==> src/design/bsfc_pkg.sv <==
package bsfc_pkg;

    // field and datapath widths
    localparam int DUTY_W    = 17;
    localparam int DIV_NUM_W = 31;
    localparam int DIV_DEN_W = 24;
    localparam int DIV_REM_W = DIV_DEN_W + 1;
    localparam int DIV_CNT_W = 5;
    localparam int SUM_W     = 32;

    // last step index of the restoring divider (one quotient bit per step)
    localparam logic [DIV_CNT_W-1:0] DIV_LAST = DIV_CNT_W'(DIV_NUM_W - 1);

    // full duty in q16 and the lowest plausible temperature reading
    localparam logic [DUTY_W-1:0] FULL_DUTY      = 17'd65536;
    localparam logic signed [15:0] MIN_TEMP_DECIC = -16'sd500;

    // configuration register indexes
    localparam logic [2:0] CFG_UV_TRIP    = 3'd0;
    localparam logic [2:0] CFG_UV_RESTART = 3'd1;
    localparam logic [2:0] CFG_OC_TRIP    = 3'd2;
    localparam logic [2:0] CFG_OT_TRIP    = 3'd3;
    localparam logic [2:0] CFG_SOFT_START = 3'd4;

    typedef enum logic [2:0] {
        MODE_OFF    = 3'd0,
        MODE_ARMING = 3'd1,
        MODE_SOFT   = 3'd2,
        MODE_RUN    = 3'd3,
        MODE_FAULT  = 3'd4
    } t_mode;

    typedef enum logic [2:0] {
        CAUSE_NONE  = 3'd0,
        CAUSE_UV    = 3'd1,
        CAUSE_OC    = 3'd2,
        CAUSE_OT    = 3'd3,
        CAUSE_INPUT = 3'd4
    } t_cause;

    typedef struct packed {
        logic               trigger;
        logic               readings_invalid;
        logic               time_invalid;
        logic signed [15:0] voltage_mv;
        logic signed [15:0] current_ma;
        logic signed [15:0] temp_decic;
        logic signed [15:0] dt_us;
    } t_in_item;

    typedef struct packed {
        logic [2:0]        mode;
        logic [2:0]        fault_cause;
        logic [DUTY_W-1:0] duty_q16;
    } t_out_item;

    typedef struct packed {
        logic [15:0]          uv_trip_mv;
        logic [15:0]          uv_restart_mv;
        logic [15:0]          oc_trip_ma;
        logic signed [11:0]   ot_trip_decic;
        logic [DIV_DEN_W-1:0] soft_start_us;
    } t_cfg;

    // controller to datapath
    typedef struct packed {
        logic load_item;
        logic div_start;
        logic div_step;
        logic commit;
    } t_cmd;

    // datapath to controller
    typedef struct packed {
        logic need_div;
        logic out_busy;
    } t_status;

endpackage

==> src/design/blower_soft_start_fault_controller.sv <==
// one beat in flight; the result is registered after the eval state, or for a
// soft-start tick with a nonzero ramp time after the 31-step restoring divider
// next beat accepted once the result is registered, which is held off only while
// the result register waits on the consumer
// synchronous active-low reset: thresholds to defaults, mode off, no fault,
// zero duty, no result pending
module blower_soft_start_fault_controller (
    input  logic                i_clk,
    input  logic                i_rst_n,
    input  logic                i_in_valid,
    output logic                o_in_ready,
    input  bsfc_pkg::t_in_item  i_in_data,
    output logic                o_out_valid,
    input  logic                i_out_ready,
    output bsfc_pkg::t_out_item o_out_data,
    input  logic                i_cfg_valid,
    output logic                o_cfg_ready,
    input  logic [2:0]          i_cfg_index,
    input  logic [23:0]         i_cfg_data
);

    bsfc_pkg::t_cfg    r_cfg;
    bsfc_pkg::t_cmd    cmd;
    bsfc_pkg::t_status status;

    assign o_cfg_ready = 1'b1;

    // configuration registers
    always_ff @(posedge i_clk) begin
        if (!i_rst_n) begin
            r_cfg.uv_trip_mv    <= 16'd16000;
            r_cfg.uv_restart_mv <= 16'd17000;
            r_cfg.oc_trip_ma    <= 16'd30000;
            r_cfg.ot_trip_decic <= 12'sd800;
            r_cfg.soft_start_us <= 24'd1000000;
        end else if (i_cfg_valid) begin
            case (i_cfg_index)
                bsfc_pkg::CFG_UV_TRIP:    r_cfg.uv_trip_mv    <= i_cfg_data[15:0];
                bsfc_pkg::CFG_UV_RESTART: r_cfg.uv_restart_mv <= i_cfg_data[15:0];
                bsfc_pkg::CFG_OC_TRIP:    r_cfg.oc_trip_ma    <= i_cfg_data[15:0];
                bsfc_pkg::CFG_OT_TRIP:    r_cfg.ot_trip_decic <= $signed(i_cfg_data[11:0]);
                bsfc_pkg::CFG_SOFT_START: r_cfg.soft_start_us <= i_cfg_data;
                default: begin
                end
            endcase
        end
    end

    // controller
    bsfc_ctrl u_ctrl (
        .i_clk      (i_clk),
        .i_rst_n    (i_rst_n),
        .i_in_valid (i_in_valid),
        .o_in_ready (o_in_ready),
        .i_status   (status),
        .o_cmd      (cmd)
    );

    // datapath
    bsfc_dp u_dp (
        .i_clk       (i_clk),
        .i_rst_n     (i_rst_n),
        .i_cmd       (cmd),
        .o_status    (status),
        .i_cfg       (r_cfg),
        .i_in_data   (i_in_data),
        .o_out_valid (o_out_valid),
        .i_out_ready (i_out_ready),
        .o_out_data  (o_out_data)
    );

`ifndef ASSERT_OFF
    // duty only while ramping or running
    a_duty_mode: assert property (@(posedge i_clk) disable iff (!i_rst_n)
        o_out_valid |-> (o_out_data.duty_q16 == '0) ||
                        (o_out_data.mode == bsfc_pkg::MODE_SOFT) ||
                        (o_out_data.mode == bsfc_pkg::MODE_RUN))
        else $error("duty driven outside soft start or run");

    // a cause is reported exactly when latched
    a_cause_mode: assert property (@(posedge i_clk) disable iff (!i_rst_n)
        o_out_valid |-> ((o_out_data.mode == bsfc_pkg::MODE_FAULT) ==
                         (o_out_data.fault_cause != bsfc_pkg::CAUSE_NONE)))
        else $error("fault cause and mode disagree");

    // duty never beyond full scale
    a_duty_max: assert property (@(posedge i_clk) disable iff (!i_rst_n)
        o_out_valid |-> (o_out_data.duty_q16 <= bsfc_pkg::FULL_DUTY))
        else $error("duty above full scale");

    // one beat at a time
    a_one_beat: assert property (@(posedge i_clk) disable iff (!i_rst_n)
        (i_in_valid && o_in_ready) |=> !o_in_ready)
        else $error("second beat taken while busy");
`endif

endmodule

==> src/design/bsfc_ctrl.sv <==
module bsfc_ctrl (
    input  logic             i_clk,
    input  logic             i_rst_n,
    input  logic             i_in_valid,
    output logic             o_in_ready,
    input  bsfc_pkg::t_status i_status,
    output bsfc_pkg::t_cmd   o_cmd
);

    typedef enum logic [1:0] {
        ST_IDLE,
        ST_EVAL,
        ST_DIV,
        ST_COMMIT
    } t_state;

    t_state                            r_state;
    logic [bsfc_pkg::DIV_CNT_W-1:0]    r_cnt;

    // commands decoded from state
    always_comb begin
        o_cmd           = '0;
        o_cmd.load_item = (r_state == ST_IDLE) && i_in_valid;
        o_cmd.div_start = (r_state == ST_EVAL) && i_status.need_div;
        o_cmd.div_step  = (r_state == ST_DIV);
        o_cmd.commit    = (r_state == ST_COMMIT) && !i_status.out_busy;
    end

    assign o_in_ready = (r_state == ST_IDLE);

    // sequencer: take beat, decide, optional ramp divide, commit result
    always_ff @(posedge i_clk) begin
        if (!i_rst_n) begin
            r_state <= ST_IDLE;
            r_cnt   <= '0;
        end else begin
            case (r_state)
                ST_IDLE: begin
                    if (i_in_valid) begin
                        r_state <= ST_EVAL;
                    end
                end
                ST_EVAL: begin
                    r_cnt <= '0;
                    if (i_status.need_div) begin
                        r_state <= ST_DIV;
                    end else begin
                        r_state <= ST_COMMIT;
                    end
                end
                ST_DIV: begin
                    if (r_cnt == bsfc_pkg::DIV_LAST) begin
                        r_state <= ST_COMMIT;
                    end else begin
                        r_cnt <= r_cnt + 1'b1;
                    end
                end
                ST_COMMIT: begin
                    if (!i_status.out_busy) begin
                        r_state <= ST_IDLE;
                    end
                end
                default: begin
                    r_state <= ST_IDLE;
                end
            endcase
        end
    end

endmodule

==> src/design/bsfc_dp.sv <==
module bsfc_dp (
    input  logic                i_clk,
    input  logic                i_rst_n,
    input  bsfc_pkg::t_cmd      i_cmd,
    output bsfc_pkg::t_status   o_status,
    input  bsfc_pkg::t_cfg      i_cfg,
    input  bsfc_pkg::t_in_item  i_in_data,
    output logic                o_out_valid,
    input  logic                i_out_ready,
    output bsfc_pkg::t_out_item o_out_data
);

    // captured beat and controller state
    bsfc_pkg::t_in_item                r_item;
    bsfc_pkg::t_mode                   r_mode;
    bsfc_pkg::t_cause                  r_cause;
    logic [bsfc_pkg::DUTY_W-1:0]       r_duty;

    // restoring divider
    logic [bsfc_pkg::DIV_REM_W-1:0]    r_rem;
    logic [bsfc_pkg::DIV_NUM_W-1:0]    r_num;
    logic [bsfc_pkg::DIV_NUM_W-1:0]    r_quo;

    // output register
    logic                              r_out_valid;
    bsfc_pkg::t_out_item               r_out;

    logic signed [15:0]                v;
    logic signed [15:0]                i;
    logic signed [15:0]                t;
    logic signed [15:0]                ot_ext;
    logic                              in_fault;
    logic                              ot_hit;
    logic                              oc_hit;
    logic                              uv_hit;
    logic                              clear_base;
    logic                              may_clear;
    logic                              need_div;
    logic [bsfc_pkg::SUM_W-1:0]        ramp_sum;
    logic [bsfc_pkg::DIV_REM_W-1:0]    rem_shift;
    logic [bsfc_pkg::DIV_REM_W-1:0]    den_ext;
    bsfc_pkg::t_mode                   n_mode;
    bsfc_pkg::t_cause                  n_cause;
    logic [bsfc_pkg::DUTY_W-1:0]       n_duty;

    assign v      = r_item.voltage_mv;
    assign i      = r_item.current_ma;
    assign t      = r_item.temp_decic;
    assign ot_ext = {{4{i_cfg.ot_trip_decic[11]}}, i_cfg.ot_trip_decic};

    // trip checks; current and voltage compared on 17 bits against the unsigned thresholds
    assign in_fault = r_item.readings_invalid || r_item.time_invalid ||
                      r_item.dt_us[15] || v[15] || i[15] ||
                      (t < bsfc_pkg::MIN_TEMP_DECIC);
    assign ot_hit   = (t >= ot_ext);
    assign oc_hit   = ($signed({i[15], i}) >= $signed({1'b0, i_cfg.oc_trip_ma}));
    assign uv_hit   = ($signed({v[15], v}) < $signed({1'b0, i_cfg.uv_trip_mv}));

    // latch release conditions
    assign clear_base = !r_item.readings_invalid && !i[15] &&
                        (t >= bsfc_pkg::MIN_TEMP_DECIC);
    always_comb begin
        case (r_cause)
            bsfc_pkg::CAUSE_UV, bsfc_pkg::CAUSE_INPUT: begin
                may_clear = clear_base &&
                    ($signed({v[15], v}) >= $signed({1'b0, i_cfg.uv_restart_mv}));
            end
            bsfc_pkg::CAUSE_OC: begin
                may_clear = clear_base &&
                    ($signed({i[15], i}) < $signed({1'b0, i_cfg.oc_trip_ma}));
            end
            bsfc_pkg::CAUSE_OT: begin
                may_clear = clear_base && (t < ot_ext);
            end
            default: begin
                may_clear = 1'b0;
            end
        endcase
    end

    // ramp sum from the finished quotient
    assign ramp_sum = {{(bsfc_pkg::SUM_W - bsfc_pkg::DUTY_W){1'b0}}, r_duty} +
                      {{(bsfc_pkg::SUM_W - bsfc_pkg::DIV_NUM_W){1'b0}}, r_quo};

    // next state of the controller registers
    always_comb begin
        n_mode   = r_mode;
        n_cause  = r_cause;
        n_duty   = r_duty;
        need_div = 1'b0;
        if (r_mode == bsfc_pkg::MODE_FAULT) begin
            n_duty = '0;
            if (!r_item.trigger && may_clear) begin
                n_mode  = bsfc_pkg::MODE_OFF;
                n_cause = bsfc_pkg::CAUSE_NONE;
            end
        end else if (!r_item.trigger) begin
            n_mode  = bsfc_pkg::MODE_OFF;
            n_cause = bsfc_pkg::CAUSE_NONE;
            n_duty  = '0;
        end else if (in_fault) begin
            n_mode  = bsfc_pkg::MODE_FAULT;
            n_cause = bsfc_pkg::CAUSE_INPUT;
            n_duty  = '0;
        end else if (ot_hit) begin
            n_mode  = bsfc_pkg::MODE_FAULT;
            n_cause = bsfc_pkg::CAUSE_OT;
            n_duty  = '0;
        end else if (oc_hit) begin
            n_mode  = bsfc_pkg::MODE_FAULT;
            n_cause = bsfc_pkg::CAUSE_OC;
            n_duty  = '0;
        end else if (uv_hit) begin
            n_mode  = bsfc_pkg::MODE_FAULT;
            n_cause = bsfc_pkg::CAUSE_UV;
            n_duty  = '0;
        end else begin
            case (r_mode)
                bsfc_pkg::MODE_OFF: begin
                    n_mode = bsfc_pkg::MODE_ARMING;
                    n_duty = '0;
                end
                bsfc_pkg::MODE_ARMING: begin
                    n_mode = bsfc_pkg::MODE_SOFT;
                    n_duty = '0;
                end
                bsfc_pkg::MODE_SOFT: begin
                    if (i_cfg.soft_start_us == '0) begin
                        n_mode = bsfc_pkg::MODE_RUN;
                        n_duty = bsfc_pkg::FULL_DUTY;
                    end else begin
                        need_div = 1'b1;
                        if (ramp_sum >= bsfc_pkg::SUM_W'(bsfc_pkg::FULL_DUTY)) begin
                            n_mode = bsfc_pkg::MODE_RUN;
                            n_duty = bsfc_pkg::FULL_DUTY;
                        end else begin
                            n_duty = ramp_sum[bsfc_pkg::DUTY_W-1:0];
                        end
                    end
                end
                bsfc_pkg::MODE_RUN: begin
                    n_duty = bsfc_pkg::FULL_DUTY;
                end
                default: begin
                    n_mode  = bsfc_pkg::MODE_FAULT;
                    n_cause = bsfc_pkg::CAUSE_INPUT;
                    n_duty  = '0;
                end
            endcase
        end
    end

    // one quotient bit per step
    assign den_ext   = {1'b0, i_cfg.soft_start_us};
    assign rem_shift = {r_rem[bsfc_pkg::DIV_REM_W-2:0], r_num[bsfc_pkg::DIV_NUM_W-1]};

    assign o_status.need_div = need_div;
    assign o_status.out_busy = r_out_valid && !i_out_ready;

    // input capture and divider
    always_ff @(posedge i_clk) begin
        if (i_cmd.load_item) begin
            r_item <= i_in_data;
        end
        if (i_cmd.div_start) begin
            r_num <= {r_item.dt_us[14:0], 16'b0};
            r_rem <= '0;
            r_quo <= '0;
        end else if (i_cmd.div_step) begin
            r_num <= {r_num[bsfc_pkg::DIV_NUM_W-2:0], 1'b0};
            if (rem_shift >= den_ext) begin
                r_rem <= rem_shift - den_ext;
                r_quo <= {r_quo[bsfc_pkg::DIV_NUM_W-2:0], 1'b1};
            end else begin
                r_rem <= rem_shift;
                r_quo <= {r_quo[bsfc_pkg::DIV_NUM_W-2:0], 1'b0};
            end
        end
    end

    // state registers and result beat
    always_ff @(posedge i_clk) begin
        if (!i_rst_n) begin
            r_mode      <= bsfc_pkg::MODE_OFF;
            r_cause     <= bsfc_pkg::CAUSE_NONE;
            r_duty      <= '0;
            r_out_valid <= 1'b0;
        end else if (i_cmd.commit) begin
            r_mode      <= n_mode;
            r_cause     <= n_cause;
            r_duty      <= n_duty;
            r_out_valid <= 1'b1;
        end else if (i_out_ready) begin
            r_out_valid <= 1'b0;
        end
    end

    always_ff @(posedge i_clk) begin
        if (i_cmd.commit) begin
            r_out.mode        <= n_mode;
            r_out.fault_cause <= n_cause;
            r_out.duty_q16    <= n_duty;
        end
    end

    assign o_out_valid = r_out_valid;
    assign o_out_data  = r_out;

endmodule
==> config.mk <==
export PLATFORM = sky130hd
export DESIGN_NAME = blower_soft_start_fault_controller
export DESIGN_NICKNAME = d
export VERILOG_FILES = /design/src/design/bsfc_pkg.sv /design/src/design/blower_soft_start_fault_controller.sv /design/src/design/bsfc_ctrl.sv /design/src/design/bsfc_dp.sv
export SDC_FILE = /design/constraint.sdc
export NUM_CORES = 1
export LEC_CHECK = 0
export BUFFER_PORTS_ARGS = -buffer_cell sky130_fd_sc_hd__buf_4
export CORE_MARGIN = 3
export CORE_UTILIZATION = 50
export DETAILED_ROUTE_END_ITERATION = 12
export HOLD_SLACK_MARGIN = 0.1
export PLACE_DENSITY = 0.76
export SKIP_LAST_GASP = 1
export SYNTH_ARGS = -nofsm -noshare
export SYNTH_HDL_FRONTEND = slang
export SYNTH_HIERARCHICAL = 1
export SYNTH_SLANG_ARGS = --single-unit
==> constraint.sdc <==
create_clock -name i_clk -period 10.6 [get_ports i_clk]
set_clock_uncertainty 0.2 [all_clocks]
set_input_delay 0.53 -clock i_clk [delete_from_list [all_inputs] [get_ports i_clk]]
set_output_delay 0.53 -clock i_clk [all_outputs]
set_load 0.1 [all_outputs]
==> report_table.html, run 1 <==
<table>
<tr><th>Metric</th><th>Value</th></tr>
<tr><th colspan="2">Yosys</th></tr>
<tr><td>Fraction of registers with async set or reset after synthesis</td><td>0%</td></tr>
<tr><td>Synthesized instance count</td><td>1,459</td></tr>
<tr><td>Synthesized area per cell</td><td>9.98 um^2</td></tr>
<tr><td>Yosys reg bits</td><td>275</td></tr>
<tr><td>Summed instance area of the synthesized netlist</td><td>14,600 um^2</td></tr>
<tr><td>Count of yosys warnings during synthesis</td><td>6</td></tr>
<tr><td>Number of enable-type register cells in the synthesized netlist</td><td>105</td></tr>
<tr><td>Portion of synthesized cell area occupied by the leading cell type</td><td>23.4%</td></tr>
<tr><td>Sequential element share of the synthesized area</td><td>45.0%</td></tr>
<tr><td>Top cells by area, synth</td><td>sky130_fd_sc_hd__dfxtp_1, sky130_fd_sc_hd__edfxtp_1, sky130_fd_sc_hd__ha_1</td></tr>
<tr><td>Synthesized netlist net count</td><td>1,672</td></tr>
<tr><td>Library cells used by synthesis</td><td>73</td></tr>
<tr><td>Cell taking the most area after synthesis</td><td>sky130_fd_sc_hd__dfxtp_1</td></tr>
<tr><td>Dominant synthesized flop cell</td><td>sky130_fd_sc_hd__dfxtp_1</td></tr>
<tr><th colspan="2">CTS</th></tr>
<tr><td>Cells resized by post-CTS repair</td><td>0</td></tr>
<tr><td>Setup Buffers After CTS</td><td>0</td></tr>
<tr><td>Clk slew on worst S/H paths</td><td>60 ps</td></tr>
<tr><td>CTS buffer count</td><td>29</td></tr>
<tr><td>Number of levels in the clock H-tree</td><td>1</td></tr>
<tr><td>TritonCTS sink count</td><td>275</td></tr>
<tr><td>Skew-Pair Late Insertion Delay</td><td>540 ps</td></tr>
<tr><td>Number of buffers inserted for hold repair after clock tree synthesis</td><td>86</td></tr>
<tr><td>CTS tree</td><td>done</td></tr>
<tr><td>Worst-case clock buffer depth</td><td>3</td></tr>
<tr><td>Master cell of the clock root buffer</td><td>sky130_fd_sc_hd__clkbuf_16</td></tr>
<tr><th colspan="2">Critical path</th></tr>
<tr><td>CP startpoint</td><td>u_dp/v[11]</td></tr>
<tr><td>Launch point of the worst reg-to-reg path</td><td>u_dp/v[11]</td></tr>
<tr><td>Type of element launching the critical path</td><td>flip-flop</td></tr>
<tr><td>Worst reg2reg path depth</td><td>11</td></tr>
<tr><td>Cell type of the slowest stage on the worst timing path</td><td>sky130_fd_sc_hd__nor2_1</td></tr>
<tr><td>Max Fanout on Critical Path</td><td>15</td></tr>
<tr><td>Category of the most critical setup path</td><td>reg -&gt; reg</td></tr>
<tr><td>Required time of the critical path</td><td>10,560 ps</td></tr>
<tr><td>Cells traversed along the worst timing path</td><td>ha_1 -&gt; a211o_1 -&gt; or4_1 -&gt; a2111oi_0 -&gt; a311oi_1 -&gt; and3_1 -&gt; nand3_1 -&gt; nor2_1 -&gt; and2_2 -&gt; nor2_1 -&gt; inv_1</td></tr>
<tr><td>Crit path arrival time</td><td>4660 ps</td></tr>
<tr><td>Max incr delay on CP</td><td>580 ps</td></tr>
<tr><td>CP dominant cell by count</td><td>sky130_fd_sc_hd__nor2_1</td></tr>
<tr><td>Critical path capture point type</td><td>flip-flop</td></tr>
<tr><th colspan="2">Placed design</th></tr>
<tr><td>Port Buffers</td><td>123</td></tr>
<tr><td>Placer's final routability congestion estimate</td><td>0.895</td></tr>
<tr><td>Pre-CTS setup slack</td><td>5960 ps</td></tr>
<tr><td>Post-DP HPWL</td><td>24,000 um</td></tr>
<tr><th colspan="2">STA</th></tr>
<tr><td>Final Max Tran Viols</td><td>0</td></tr>
<tr><td>Achievable Freq</td><td>213 MHz</td></tr>
<tr><td>Time the worst path needs with I/O delays and setup</td><td>4700 ps</td></tr>
<tr><td>Max_slew headroom</td><td>27.6%</td></tr>
<tr><td>PnR worst setup slack</td><td>5900 ps</td></tr>
<tr><td>Setup repair after global routing missed its margin</td><td>no</td></tr>
<tr><td>Slew @ Worst Pin</td><td>1090 ps</td></tr>
<tr><td>Setup tns final</td><td>0 ps</td></tr>
<tr><td>Hold Violations, Final</td><td>0</td></tr>
<tr><td>Count of endpoints failing setup in the final report</td><td>0</td></tr>
<tr><td>Tcrit/Tclk final</td><td>44.3%</td></tr>
<tr><th colspan="2">Route</th></tr>
<tr><td>DR iter-0 viols</td><td>836</td></tr>
<tr><td>Ratio of routed vias to standard cells</td><td>5.56</td></tr>
<tr><td>Final Routed Wirelength</td><td>35,500 um</td></tr>
<tr><td>First-pass DRT Iterations</td><td>5</td></tr>
<tr><td>Overall via count from detail_route</td><td>11,400</td></tr>
<tr><td>Number of nets with antenna violations after routing</td><td>0</td></tr>
<tr><td>Number of remaining DRC errors</td><td>0</td></tr>
<tr><td>Wire per inst</td><td>17.3 um</td></tr>
<tr><th colspan="2">Power and ir drop</th></tr>
<tr><td>Leakage dissipation</td><td>7.35 nW</td></tr>
<tr><td>Worst-case vdd ir drop</td><td>0.150 mV</td></tr>
<tr><td>Pwr per Cell Area</td><td>199 nW/um^2</td></tr>
<tr><th colspan="2">Floorplan</th></tr>
<tr><td>Die area</td><td>31,200 um^2</td></tr>
<tr><td>Die outline width</td><td>177 um</td></tr>
<tr><td>Placement row count</td><td>61</td></tr>
<tr><td>Core Footprint</td><td>28,200 um^2</td></tr>
<tr><td>Die span in y</td><td>177 um</td></tr>
<tr><td>Initial cell density of the core</td><td>51.5%</td></tr>
<tr><td>Top Ports</td><td>125</td></tr>
<tr><th colspan="2">Hold path</th></tr>
<tr><td>Worst Hold Class</td><td>in -&gt; reg</td></tr>
<tr><td>Instance count along the most critical hold path</td><td>3</td></tr>
<tr><td>Min-delay src</td><td>i_cfg_data[10]</td></tr>
<tr><th colspan="2">Finish</th></tr>
<tr><td>Layout cell share with drive strength beyond 1</td><td>12.6%</td></tr>
<tr><td>Final-stage net count</td><td>1,862</td></tr>
<tr><td>Total of fill cells in the finished design</td><td>2,242</td></tr>
<tr><td>Area occupied by registers</td><td>6560 um^2</td></tr>
<tr><td>Layout area overhead</td><td>20.8%</td></tr>
<tr><td>Multi-input gate area</td><td>7340 um^2</td></tr>
<tr><th colspan="2">Outcome</th></tr>
<tr><td>Run status</td><td>finished clean</td></tr>
<tr><th colspan="2">Global routing</th></tr>
<tr><td>Total global-route track usage</td><td>22.3%</td></tr>
<tr><td>Remaining Overflow, GRT</td><td>0</td></tr>
<tr><td>Via count of the first global-routing pass</td><td>10,900</td></tr>
<tr><td>Pin count of the biggest net entering global routing</td><td>101</td></tr>
<tr><td>Number of antenna violations at the first check in global routing</td><td>2</td></tr>
<tr><td>First-pass GRT wire length</td><td>56,400 um</td></tr>
<tr><th colspan="2">Run</th></tr>
<tr><td>Maxcap violations</td><td>0</td></tr>
</table>
-- state kept, by name, summed over array words and instances (netlist names), 3 cells and up --
| signal | flops |
|---|---|
| u_dp/r_rem | 24 |
| u_dp/r_cause | 3 |
| u_dp/r_quo | 31 |
| u_dp/r_item | 19 |
| u_dp/r_mode | 3 |
| r_cfg | 84 |
| u_dp/t | 16 |
| u_dp/r_num | 15 |
| u_ctrl/r_cnt | 5 |
| u_dp/r_duty | 17 |
| u_dp/i | 16 |
| u_dp/v | 16 |
| u_dp/o_out_data | 23 |
-- cells in the mapped netlist (4+ instances only) --
cell type	instances
sky130_fd_sc_hd__a311oi_1	6
sky130_fd_sc_hd__nand3_1	32
sky130_fd_sc_hd__nand2b_1	16
sky130_fd_sc_hd__nand4b_1	4
sky130_fd_sc_hd__and2_1	6
sky130_fd_sc_hd__nor2b_1	60
sky130_fd_sc_hd__nand2_1	150
sky130_fd_sc_hd__o211ai_1	12
sky130_fd_sc_hd__buf_1	5
sky130_fd_sc_hd__ha_1	112
sky130_fd_sc_hd__clkbuf_1	31
sky130_fd_sc_hd__xor2_1	14
sky130_fd_sc_hd__a22o_1	4
sky130_fd_sc_hd__xnor2_1	24
sky130_fd_sc_hd__dfxtp_1	170
sky130_fd_sc_hd__inv_1	105
sky130_fd_sc_hd__o31ai_2	5
sky130_fd_sc_hd__buf_4	6
sky130_fd_sc_hd__nor4_1	15
sky130_fd_sc_hd__a21oi_1	53
sky130_fd_sc_hd__a211oi_1	30
sky130_fd_sc_hd__nor3_1	21
sky130_fd_sc_hd__a21boi_0	5
sky130_fd_sc_hd__o21ai_0	36
sky130_fd_sc_hd__o31ai_1	15
sky130_fd_sc_hd__a31oi_1	17
sky130_fd_sc_hd__and3_1	11
sky130_fd_sc_hd__mux2i_1	134
sky130_fd_sc_hd__nor2_1	108
sky130_fd_sc_hd__and4_1	5
sky130_fd_sc_hd__mux2_2	14
sky130_fd_sc_hd__nand4_1	25
sky130_fd_sc_hd__o21a_1	13
sky130_fd_sc_hd__a21o_1	14
sky130_fd_sc_hd__edfxtp_1	105
sky130_fd_sc_hd__buf_2	11
-- cell usage in the layout, fill, tap and decap left out, types with 32 or more instances in the layout --
master	n
sky130_fd_sc_hd__a21oi_1	53
sky130_fd_sc_hd__buf_4	131
sky130_fd_sc_hd__dfxtp_1	170
sky130_fd_sc_hd__dlygate4sd3_1	86
sky130_fd_sc_hd__edfxtp_1	105
sky130_fd_sc_hd__ha_1	111
sky130_fd_sc_hd__inv_1	105
sky130_fd_sc_hd__mux2i_1	134
sky130_fd_sc_hd__nand2_1	150
sky130_fd_sc_hd__nand3_1	32
sky130_fd_sc_hd__nor2_1	108
sky130_fd_sc_hd__nor2b_1	59
sky130_fd_sc_hd__o21ai_0	36
-- routing by layer --
| metal | global-route usage [%] | up-vias | share of wire (%) |
|---|---|---|---|
| met5 | 0 | - | 0 |
| met4 | 5.60 | 0 | 2.3 |
| met3 | 3.45 | 58 | 6.1 |
| met2 | 37.3 | 355 | 46 |
| met1 | 30.5 | 5372 | 45 |
| li1 | - | 5618 | - |
-- power breakdown --
group | switching (mW) | internal (mW)
Clock | 0.417 | 0.612
Sequential | 0.0952 | 1.26
Combinational | 0.655 | 0.453
-- kinds of logic after synthesis --
| group | after synthesis | synth area share [%] |
|---|---|---|
| AOI/OAI and AO/OA | 241 | 11.5 |
| xor gates and xnor gates | 38 | 2.29 |
| DFF | 275 | 45.0 |
| adders and majority gates | 114 | 9.90 |
| other | 1 | 0.0258 |
| buffers and inverters | 164 | 4.65 |
| and+or+nand+nor | 478 | 16.3 |
| muxes | 148 | 10.3 |
-- worst max-delay path, delay by kind of cell, from the launching register on --
kind / cells / cell delay (ps)
buffers and inverters: 1 / 510
adders and majority gates: 1 / 300
and+or+nand+nor: 6 / 1800
AOI/OAI and AO/OA: 3 / 1100
DFF: 1 / 400
-- worst paths after layout --
check                           slack (ps)              to
worst max-delay path                  5900  u_dp/r_num[19]
worst min-delay path                   130       r_cfg[78]
worst max register to register        5900  u_dp/r_num[19]
worst min register to register         260       r_cfg[71]
-- metrics by stage --
stage          total power [mW]  utilization, %  instance area (um^2)  std cells  hold slack [ps]
6_report                   3.49            62.2                 17600       2051              128
5_1_grt                    3.68            62.2                 17600       2050              137
4_1_cts                    3.49            62.2                 17600       2049              103
3_5_place_dp               2.43            55.8                 15800       1910              250
3_3_place_gp               2.41            55.8                 15800       1910              244
2_1_floorplan              2.17               -                 14600       1459              227
-- area by class of cell --
cell class                 instances  share of cell area [%]
multi-input combinational       1020                    41.8
sequential                       275                    37.3
timing repair buffer             217                    10.5
clock buffer                      37                    4.41
tap                              378                    2.69
inverter                         106                    2.26
clock inverter                    16                    1.04
antenna                            2                  0.0285
Power figures use the tool's default switching activity.
==> inputs of run 2 (changes only) <==
- ABC_AREA: default -> 1
- PLACE_DENSITY: 0.76 -> 0.75
- clock period: 10.6 -> 4.5 ns (I/O delays scaled with it)
==> report_table.html, run 2 <==
<table>
<tr><th>Metric</th><th>Value</th></tr>
<tr><th colspan="2">Outcome</th></tr>
<tr><td>Run status</td><td>finished clean (unchanged)</td></tr>
<tr><th colspan="2">Placed design</th></tr>
<tr><td>Post-DP HPWL</td><td>31,200 um (was 24,000 um)</td></tr>
<tr><td>Placer's final routability congestion estimate</td><td>0.953 (was 0.895)</td></tr>
<tr><td>Port Buffers</td><td>123 (unchanged)</td></tr>
<tr><th colspan="2">Global routing</th></tr>
<tr><td>Total global-route track usage</td><td>26.3% (was 22.3%)</td></tr>
<tr><td>Number of antenna violations at the first check in global routing</td><td>1 (was 2)</td></tr>
<tr><td>Pin count of the biggest net entering global routing</td><td>61 (was 101)</td></tr>
<tr><td>First-pass GRT wire length</td><td>71,700 um (was 56,400 um)</td></tr>
<tr><td>Via count of the first global-routing pass</td><td>14,200 (was 10,900)</td></tr>
<tr><td>Remaining Overflow, GRT</td><td>0 (unchanged)</td></tr>
<tr><th colspan="2">Finish</th></tr>
<tr><td>Layout cell share with drive strength beyond 1</td><td>10.1% (was 12.6%)</td></tr>
<tr><td>Final-stage net count</td><td>2,557 (was 1,862)</td></tr>
<tr><td>Antenna diode count</td><td>0 (was 2)</td></tr>
<tr><td>Register name with the most flops</td><td>r_cfg (unchanged)</td></tr>
<tr><td>Largest registers</td><td>r_cfg x84, u_dp/r_quo x31, u_dp/r_rem x24 (unchanged)</td></tr>
<tr><td>Number of flip-flops under the largest register name</td><td>84 (unchanged)</td></tr>
<tr><td>Layout area overhead</td><td>22.2% (was 20.8%)</td></tr>
<tr><td>Commonest non-fill, non-tap cells in the layout</td><td>sky130_fd_sc_hd__nand2_1, sky130_fd_sc_hd__inv_1, sky130_fd_sc_hd__nor2_1, sky130_fd_sc_hd__dfxtp_1, sky130_fd_sc_hd__nand3_1 (was sky130_fd_sc_hd__dfxtp_1, sky130_fd_sc_hd__nand2_1, sky130_fd_sc_hd__mux2i_1, sky130_fd_sc_hd__buf_4, sky130_fd_sc_hd__ha_1)</td></tr>
<tr><td>Total of fill cells in the finished design</td><td>2,615 (was 2,242)</td></tr>
<tr><td>Final standard cell utilization of the core</td><td>62.3% (was 62.2%)</td></tr>
<tr><td>Most common library cell in the layout ignoring fill and taps</td><td>sky130_fd_sc_hd__nand2_1 (was sky130_fd_sc_hd__dfxtp_1)</td></tr>
<tr><th colspan="2">Floorplan</th></tr>
<tr><td>Die span in y</td><td>183 um (was 177 um)</td></tr>
<tr><td>Core Footprint</td><td>30,700 um^2 (was 28,200 um^2)</td></tr>
<tr><td>Die area</td><td>33,500 um^2 (was 31,200 um^2)</td></tr>
<tr><td>Initial cell density of the core</td><td>51.0% (was 51.5%)</td></tr>
<tr><td>Die outline width</td><td>183 um (was 177 um)</td></tr>
<tr><td>Top Ports</td><td>125 (unchanged)</td></tr>
<tr><td>Placement row count</td><td>64 (was 61)</td></tr>
<tr><th colspan="2">Route</th></tr>
<tr><td>First-pass DRT Iterations</td><td>6 (was 5)</td></tr>
<tr><td>Ratio of routed vias to standard cells</td><td>5.36 (was 5.56)</td></tr>
<tr><td>Final Routed Wirelength</td><td>44,800 um (was 35,500 um)</td></tr>
<tr><td>Number of remaining DRC errors</td><td>0 (unchanged)</td></tr>
<tr><td>DR iter-0 viols</td><td>1,267 (was 836)</td></tr>
<tr><td>Wire per inst</td><td>16.2 um (was 17.3 um)</td></tr>
<tr><td>Number of nets with antenna violations after routing</td><td>0 (unchanged)</td></tr>
<tr><td>Overall via count from detail_route</td><td>14,800 (was 11,400)</td></tr>
<tr><th colspan="2">STA</th></tr>
<tr><td>Count of endpoints failing setup in the final report</td><td>0 (unchanged)</td></tr>
<tr><td>Setup repair after global routing missed its margin</td><td>no (unchanged)</td></tr>
<tr><td>Achievable Freq</td><td>244 MHz (was 213 MHz)</td></tr>
<tr><td>Max_slew headroom</td><td>25.6% (was 27.6%)</td></tr>
<tr><td>Tcrit/Tclk final</td><td>91.2% (was 44.3%)</td></tr>
<tr><td>Hold Violations, Final</td><td>0 (unchanged)</td></tr>
<tr><td>Slew @ Worst Pin</td><td>1110 ps (was 1090 ps)</td></tr>
<tr><td>Setup tns final</td><td>0 ps (unchanged)</td></tr>
<tr><td>Final Max Tran Viols</td><td>0 (unchanged)</td></tr>
<tr><td>Time the worst path needs with I/O delays and setup</td><td>4100 ps (was 4700 ps)</td></tr>
<tr><th colspan="2">Yosys</th></tr>
<tr><td>Yosys reg bits</td><td>275 (unchanged)</td></tr>
<tr><td>Fraction of registers with async set or reset after synthesis</td><td>0% (unchanged)</td></tr>
<tr><td>Dominant synthesized flop cell</td><td>sky130_fd_sc_hd__dfxtp_1 (unchanged)</td></tr>
<tr><td>Count of yosys warnings during synthesis</td><td>6 (unchanged)</td></tr>
<tr><td>Portion of synthesized cell area occupied by the leading cell type</td><td>21.7% (was 23.4%)</td></tr>
<tr><td>Most frequent cell after synthesis</td><td>sky130_fd_sc_hd__nand2_1 (was sky130_fd_sc_hd__dfxtp_1)</td></tr>
<tr><td>Cell taking the most area after synthesis</td><td>sky130_fd_sc_hd__dfxtp_1 (unchanged)</td></tr>
<tr><td>Number of enable-type register cells in the synthesized netlist</td><td>105 (unchanged)</td></tr>
<tr><td>Library cells used by synthesis</td><td>48 (was 73)</td></tr>
<tr><td>Synthesized netlist net count</td><td>2,321 (was 1,672)</td></tr>
<tr><td>Synthesized area per cell</td><td>7.44 um^2 (was 9.98 um^2)</td></tr>
<tr><td>Synthesized instance count</td><td>2,108 (was 1,459)</td></tr>
<tr><td>Sequential element share of the synthesized area</td><td>41.8% (was 45.0%)</td></tr>
<tr><td>Ranking of synthesized cells by instance count</td><td>sky130_fd_sc_hd__nand2_1, sky130_fd_sc_hd__inv_1, sky130_fd_sc_hd__nor2_1, sky130_fd_sc_hd__dfxtp_1, sky130_fd_sc_hd__nand3_1 (was sky130_fd_sc_hd__dfxtp_1, sky130_fd_sc_hd__nand2_1, sky130_fd_sc_hd__mux2i_1, sky130_fd_sc_hd__ha_1, sky130_fd_sc_hd__nor2_1)</td></tr>
<tr><td>Summed instance area of the synthesized netlist</td><td>15,700 um^2 (was 14,600 um^2)</td></tr>
<tr><td>Top cells by area, synth</td><td>sky130_fd_sc_hd__dfxtp_1, sky130_fd_sc_hd__edfxtp_1, sky130_fd_sc_hd__nand2_1 (was sky130_fd_sc_hd__dfxtp_1, sky130_fd_sc_hd__edfxtp_1, sky130_fd_sc_hd__ha_1)</td></tr>
<tr><th colspan="2">Critical path</th></tr>
<tr><td>Required time of the critical path</td><td>4730 ps (was 10,560 ps)</td></tr>
<tr><td>Category of the most critical setup path</td><td>reg -&gt; reg (unchanged)</td></tr>
<tr><td>Critical path capture point type</td><td>flip-flop (unchanged)</td></tr>
<tr><td>Max Fanout on Critical Path</td><td>17 (was 15)</td></tr>
<tr><td>Crit path arrival time</td><td>4330 ps (was 4660 ps)</td></tr>
<tr><td>Type of element launching the critical path</td><td>flip-flop (unchanged)</td></tr>
<tr><th colspan="2">CTS</th></tr>
<tr><td>Worst-case clock buffer depth</td><td>3 (unchanged)</td></tr>
<tr><td>TritonCTS sink count</td><td>275 (unchanged)</td></tr>
<tr><td>Clk slew on worst S/H paths</td><td>70 ps (was 60 ps)</td></tr>
<tr><td>Number of levels in the clock H-tree</td><td>1 (unchanged)</td></tr>
<tr><td>Skew-Pair Late Insertion Delay</td><td>570 ps (was 540 ps)</td></tr>
<tr><td>Master cell of the clock root buffer</td><td>sky130_fd_sc_hd__clkbuf_16 (unchanged)</td></tr>
<tr><td>CTS tree</td><td>done (unchanged)</td></tr>
<tr><td>CTS buffer count</td><td>29 (unchanged)</td></tr>
<tr><th colspan="2">Run</th></tr>
<tr><td>Maxcap violations</td><td>0 (unchanged)</td></tr>
<tr><th colspan="2">Hold path</th></tr>
<tr><td>Worst Hold Class</td><td>in -&gt; reg (unchanged)</td></tr>
<tr><th colspan="2">Power and ir drop</th></tr>
<tr><td>Pwr per Cell Area</td><td>513 nW/um^2 (was 199 nW/um^2)</td></tr>
<tr><td>Leakage dissipation</td><td>8.95 nW (was 7.35 nW)</td></tr>
<tr><td>Worst-case vdd ir drop</td><td>0.359 mV (was 0.150 mV)</td></tr>
</table>
==> run 2: path summary, 6_finish.rpt <==
path / start / depth (start not counted) / to / slack (ps)
min reg2reg: r_cfg[33] / 2 / r_cfg[33] / 270
max reg2reg: u_dp/v[14] / 17 / u_dp/r_rem[22] / 400
min: i_in_data[38] / 2 / u_dp/i[6] / 170
max: u_dp/v[14] / 17 / u_dp/r_rem[22] / 400
==> run 2: cells by family after synthesis <==
logic type	share of synthesized area (%)
other	0.0239
AO/OA/AOI/OAI	8.40
XOR/XNOR	1.84
flip-flops	41.8
adder cells (fa/ha/maj)	9.20
AND/OR/NAND/NOR	29.5
buffers and inverters	9.16
==> run 2: worst max-delay path, stage by stage, from the launching register on <==
cell                         delay [ps]
sky130_fd_sc_hd__edfxtp_1           410
sky130_fd_sc_hd__ha_1               320
sky130_fd_sc_hd__nand3_1            110
sky130_fd_sc_hd__nor3_1             300
sky130_fd_sc_hd__nand4_1            190
sky130_fd_sc_hd__nand3_1            220
sky130_fd_sc_hd__nand2_1            170
sky130_fd_sc_hd__inv_2              280
sky130_fd_sc_hd__nand3_1            210
sky130_fd_sc_hd__nor3_1             300
sky130_fd_sc_hd__nand2_1             90
sky130_fd_sc_hd__inv_1              260
sky130_fd_sc_hd__clkinvlp_4         150
sky130_fd_sc_hd__nand2_1             90
sky130_fd_sc_hd__inv_1              300
sky130_fd_sc_hd__o21a_1             220
sky130_fd_sc_hd__nand2_1             60
sky130_fd_sc_hd__o21ai_0             70
==> run 2: what timing repair did <==
action,CTS,global route
buffers inserted,0,1
hold buffers,127,0
hold endpoints to repair,179,0
endpoints found under the setup margin,0,22
resized for setup,0,1
==> run 2: final cells by class <==
type	count	area [um^2]	area share, %
clock buffers	42	843	4.40
repair buffers	261	2290	12.0
multi-input cells	1468	7690	40.2
well taps	396	495	2.59
inverters	309	1160	6.08
clock inverters	12	110	0.575
flip-flops and latches	275	6560	34.2
==> run 2: per-layer routing <==
| layer | part of all wire [%] | vias up | track usage [%] | routed length [um] |
|---|---|---|---|---|
| met3 | 6.5 | 107 | 4.09 | 2930 |
| li1 | - | 7302 | - | - |
| met2 | 48 | 545 | 45.2 | 21500 |
| met4 | 3.4 | 0 | 8.90 | 1540 |
| met1 | 42 | 6853 | 34.0 | 18800 |
| met5 | 0 | - | 0 | 0 |
==> run 2: report_power, final <==
group | switching (mW) | leakage, nW | total (mW) | internal (mW)
logic | 2.57 | 6.10 | 3.87 | 1.30
registers | 0.375 | 2.38 | 3.57 | 3.20
clock network | 1.02 | 0.474 | 2.39 | 1.37
==> run 2: stage by stage <==
step           hold slack, ps  instances  power, mW  cell area (um^2)  setup WS (ps)
2_1_floorplan             124       2108       6.29             15700           1150
3_3_place_gp              203       2581       7.23             16900            519
3_5_place_dp              204       2581       7.30             16900            259
4_1_cts                   145       2762       9.78             19100            215
5_1_grt                   163       2763       10.5             19100           38.9
6_report                  169       2763       9.83             19100            396
==> inputs of run 3 (changes only) <==
- CORE_UTILIZATION: 50 -> 55
- HOLD_SLACK_MARGIN: 0.1 -> 0.08
- PLACE_DENSITY: 0.75 -> 0.81
- SETUP_SLACK_MARGIN: default -> 0.2
==> report_table.html, run 3 (synthesis gave the netlist of run 2 again) <==
<table>
<tr><th>Metric</th><th>Value</th></tr>
<tr><th colspan="2">Outcome</th></tr>
<tr><td>Run status</td><td>finished clean (unchanged)</td></tr>
<tr><th colspan="2">Critical path</th></tr>
<tr><td>Max incr delay on CP</td><td>400 ps (was 410 ps)</td></tr>
<tr><td>Critical path capture point type</td><td>flip-flop (unchanged)</td></tr>
<tr><td>Setup slack of the most critical reg-to-reg path</td><td>530 ps (was 400 ps)</td></tr>
<tr><td>Cell type of the slowest stage on the worst timing path</td><td>sky130_fd_sc_hd__edfxtp_1 (unchanged)</td></tr>
<tr><td>CP dominant cell by count</td><td>sky130_fd_sc_hd__nand2_1 (unchanged)</td></tr>
<tr><td>Category of the most critical setup path</td><td>reg -&gt; reg (unchanged)</td></tr>
<tr><td>Worst reg2reg path depth</td><td>18 (was 17)</td></tr>
<tr><td>Largest delay share family, worst path</td><td>simple AND/OR/NAND/NOR gates (unchanged)</td></tr>
<tr><td>Crit path arrival time</td><td>4220 ps (was 4330 ps)</td></tr>
<tr><td>Cell depth of the worst setup path</td><td>18 (was 17)</td></tr>
<tr><td>Buf+Inv Stages, Crit Path</td><td>5 (was 4)</td></tr>
<tr><td>Required time of the critical path</td><td>4750 ps (was 4730 ps)</td></tr>
<tr><td>Max Fanout on Critical Path</td><td>17 (unchanged)</td></tr>
<tr><td>Type of element launching the critical path</td><td>flip-flop (unchanged)</td></tr>
<tr><td>Cells traversed along the worst timing path</td><td>ha_1 -&gt; nand2_1 -&gt; nor3_1 -&gt; nand4_1 -&gt; nand3_1 -&gt; nand2_1 -&gt; inv_2 -&gt; nand3_1 -&gt; nor3_1 -&gt; nand2_1 -&gt; inv_1 -&gt; clkinvlp_4 -&gt; nand2_1 -&gt; clkinvlp_4 -&gt; buf_12 -&gt; o21a_1 -&gt; nand2_1 -&gt; o21ai_0 (was ha_1 -&gt; nand3_1 -&gt; nor3_1 -&gt; nand4_1 -&gt; nand3_1 -&gt; nand2_1 -&gt; inv_2 -&gt; nand3_1 -&gt; nor3_1 -&gt; nand2_1 -&gt; inv_1 -&gt; clkinvlp_4 -&gt; nand2_1 -&gt; inv_1 -&gt; o21a_1 -&gt; nand2_1 -&gt; o21ai_0)</td></tr>
<tr><th colspan="2">Power and ir drop</th></tr>
<tr><td>Pwr per Cell Area</td><td>522 nW/um^2 (was 513 nW/um^2)</td></tr>
<tr><td>Worst-case vdd ir drop</td><td>0.379 mV (was 0.359 mV)</td></tr>
<tr><td>Internal power</td><td>6.04 mW (was 5.86 mW)</td></tr>
<tr><td>Fraction of power consumed by sequential logic</td><td>35.6% (was 36.3%)</td></tr>
<tr><td>Leakage dissipation</td><td>8.99 nW (was 8.95 nW)</td></tr>
<tr><td>Clock network fraction of design power</td><td>25.3% (was 24.3%)</td></tr>
<tr><td>Switching Power</td><td>4.00 mW (was 3.96 mW)</td></tr>
<tr><td>Switching power as a share of total power</td><td>39.8% (was 40.3%)</td></tr>
<tr><td>Share of power burned in combinational logic</td><td>39.1% (was 39.3%)</td></tr>
<tr><th colspan="2">Floorplan</th></tr>
<tr><td>Placement row count</td><td>61 (was 64)</td></tr>
<tr><td>Core Footprint</td><td>27,900 um^2 (was 30,700 um^2)</td></tr>
<tr><td>Initial cell density of the core</td><td>56.1% (was 51.0%)</td></tr>
<tr><td>Top Ports</td><td>125 (unchanged)</td></tr>
<tr><td>Die span in y</td><td>175 um (was 183 um)</td></tr>
<tr><td>Die outline width</td><td>175 um (was 183 um)</td></tr>
<tr><td>Die area</td><td>30,600 um^2 (was 33,500 um^2)</td></tr>
<tr><th colspan="2">Hold path</th></tr>
<tr><td>Instance count along the most critical hold path</td><td>2 (unchanged)</td></tr>
<tr><td>Worst Hold Class</td><td>in -&gt; reg (unchanged)</td></tr>
<tr><th colspan="2">Placed design</th></tr>
<tr><td>Post-DP HPWL</td><td>31,300 um (was 31,200 um)</td></tr>
<tr><td>Placer's final routability congestion estimate</td><td>0.933 (was 0.953)</td></tr>
<tr><td>Port Buffers</td><td>123 (unchanged)</td></tr>
<tr><th colspan="2">Route</th></tr>
<tr><td>Wire per inst</td><td>16.4 um (was 16.2 um)</td></tr>
<tr><td>First-pass DRT Iterations</td><td>7 (was 6)</td></tr>
<tr><td>Ratio of routed vias to standard cells</td><td>5.43 (was 5.36)</td></tr>
<tr><td>Final Routed Wirelength</td><td>45,200 um (was 44,800 um)</td></tr>
<tr><td>Number of nets with antenna violations after routing</td><td>0 (unchanged)</td></tr>
<tr><td>Number of remaining DRC errors</td><td>0 (unchanged)</td></tr>
<tr><td>DR iter-0 viols</td><td>1,405 (was 1,267)</td></tr>
<tr><td>Overall via count from detail_route</td><td>14,900 (was 14,800)</td></tr>
<tr><th colspan="2">Finish</th></tr>
<tr><td>Layout cell share with drive strength beyond 1</td><td>10.5% (was 10.1%)</td></tr>
<tr><td>Largest registers</td><td>r_cfg x84, u_dp/r_quo x31, u_dp/r_rem x24 (unchanged)</td></tr>
<tr><td>Register name with the most flops</td><td>r_cfg (unchanged)</td></tr>
<tr><td>Final-stage net count</td><td>2,560 (was 2,557)</td></tr>
<tr><td>Layout area overhead</td><td>22.7% (was 22.2%)</td></tr>
<tr><td>Commonest non-fill, non-tap cells in the layout</td><td>sky130_fd_sc_hd__nand2_1, sky130_fd_sc_hd__inv_1, sky130_fd_sc_hd__nor2_1, sky130_fd_sc_hd__dfxtp_1, sky130_fd_sc_hd__nand3_1 (unchanged)</td></tr>
<tr><td>Final standard cell utilization of the core</td><td>68.9% (was 62.3%)</td></tr>
<tr><td>Antenna diode count</td><td>0 (unchanged)</td></tr>
<tr><td>Total of fill cells in the finished design</td><td>2,243 (was 2,615)</td></tr>
<tr><td>Most common library cell in the layout ignoring fill and taps</td><td>sky130_fd_sc_hd__nand2_1 (unchanged)</td></tr>
<tr><td>Number of flip-flops under the largest register name</td><td>84 (unchanged)</td></tr>
<tr><th colspan="2">CTS</th></tr>
<tr><td>Clk slew on worst S/H paths</td><td>70 ps (about the same)</td></tr>
<tr><td>CTS buffer count</td><td>29 (unchanged)</td></tr>
<tr><td>Worst-case clock buffer depth</td><td>3 (unchanged)</td></tr>
<tr><td>CTS tree</td><td>done (unchanged)</td></tr>
<tr><td>Master cell of the clock root buffer</td><td>sky130_fd_sc_hd__clkbuf_16 (unchanged)</td></tr>
<tr><td>Number of levels in the clock H-tree</td><td>1 (unchanged)</td></tr>
<tr><td>Skew-Pair Late Insertion Delay</td><td>570 ps (about the same)</td></tr>
<tr><td>TritonCTS sink count</td><td>275 (unchanged)</td></tr>
<tr><th colspan="2">STA</th></tr>
<tr><td>Setup tns final</td><td>0 ps (unchanged)</td></tr>
<tr><td>Time the worst path needs with I/O delays and setup</td><td>3970 ps (was 4100 ps)</td></tr>
<tr><td>Tcrit/Tclk final</td><td>88.3% (was 91.2%)</td></tr>
<tr><td>Setup repair after global routing missed its margin</td><td>no (unchanged)</td></tr>
<tr><td>Max_slew headroom</td><td>41.1% (was 25.6%)</td></tr>
<tr><td>Achievable Freq</td><td>252 MHz (was 244 MHz)</td></tr>
<tr><td>Slew @ Worst Pin</td><td>880 ps (was 1110 ps)</td></tr>
<tr><td>Count of endpoints failing setup in the final report</td><td>0 (unchanged)</td></tr>
<tr><td>Final Max Tran Viols</td><td>0 (unchanged)</td></tr>
<tr><td>Hold Violations, Final</td><td>0 (unchanged)</td></tr>
<tr><th colspan="2">Global routing</th></tr>
<tr><td>Via count of the first global-routing pass</td><td>14,400 (was 14,200)</td></tr>
<tr><td>First-pass GRT wire length</td><td>72,000 um (was 71,700 um)</td></tr>
<tr><td>Number of antenna violations at the first check in global routing</td><td>1 (unchanged)</td></tr>
<tr><td>Total global-route track usage</td><td>28.8% (was 26.3%)</td></tr>
<tr><td>Remaining Overflow, GRT</td><td>0 (unchanged)</td></tr>
<tr><td>Pin count of the biggest net entering global routing</td><td>65 (was 61)</td></tr>
<tr><th colspan="2">Run</th></tr>
<tr><td>Maxcap violations</td><td>0 (unchanged)</td></tr>
</table>
==> run 3: cell type report <==
class,instances,area [um^2],area share [%]
multi-input combinational,1468,7690,40.0
tap,378,473,2.46
timing repair buffer,264,2320,12.1
clock buffer,37,820,4.26
clock inverter,17,203,1.05
sequential,275,6560,34.1
inverter,309,1170,6.07
==> run 3: path summary, 6_finish.rpt <==
check,start,end
hold reg to reg,r_cfg[19],r_cfg[19]
setup reg to reg,u_dp/v[12],u_dp/r_rem[22]
hold / removal,i_in_data[45],u_dp/i[13]
setup / recovery,u_dp/v[12],u_dp/r_rem[22]
==> run 3: per-layer routing <==
metal | up-vias | track usage (%) | wire [um]
li1 | 7296 | - | -
met1 | 6893 | 36.3 | 18500
met2 | 602 | 51.5 | 22200
met3 | 122 | 4.26 | 3020
met4 | 2 | 8.14 | 1400
met5 | - | 0 | 17
==> run 3: per-stage QoR <==
| stage | hold slack [ps] | area, um^2 | instances | setup WS [ps] | power, mW |
|---|---|---|---|---|---|
| 2_1_floorplan | 124 | 15700 | 2108 | 1150 | 6.29 |
| 3_3_place_gp | 203 | 16900 | 2567 | 560 | 7.22 |
| 3_5_place_dp | 204 | 16900 | 2567 | 410 | 7.31 |
| 4_1_cts | 145 | 19200 | 2746 | 387 | 9.92 |
| 5_1_grt | 167 | 19200 | 2748 | 203 | 10.7 |
| 6_report | 168 | 19200 | 2748 | 526 | 10.0 |
==> run 3: worst register-to-register path, delay by kind of cell (launching register included) <==
kind	cells	cell delay, ps
simple gates	10	1780
buf+inv	5	1000
flops	1	400
fa+ha+maj	1	310
compound gates	2	170
==> run 3: what timing repair did <==
action / in CTS / in global routing
setup endpoints to repair: 0 / 49
endpoints found under the hold margin: 189 / 0
hold buffers: 125 / 0
buffers inserted: 0 / 2
resized for setup: 0 / 3
==> run 3: power groups by stage <==
stage / clock (mW) / sequential (mW) / combinational (mW)
4_1_cts: 2.55 / 3.55 / 3.82
3_3_place_gp: 0 / 3.58 / 3.64
3_5_place_dp: 0 / 3.60 / 3.71
2_1_floorplan: 0 / 3.66 / 2.64
5_1_grt: 2.66 / 3.62 / 4.37
6_report: 2.54 / 3.57 / 3.93
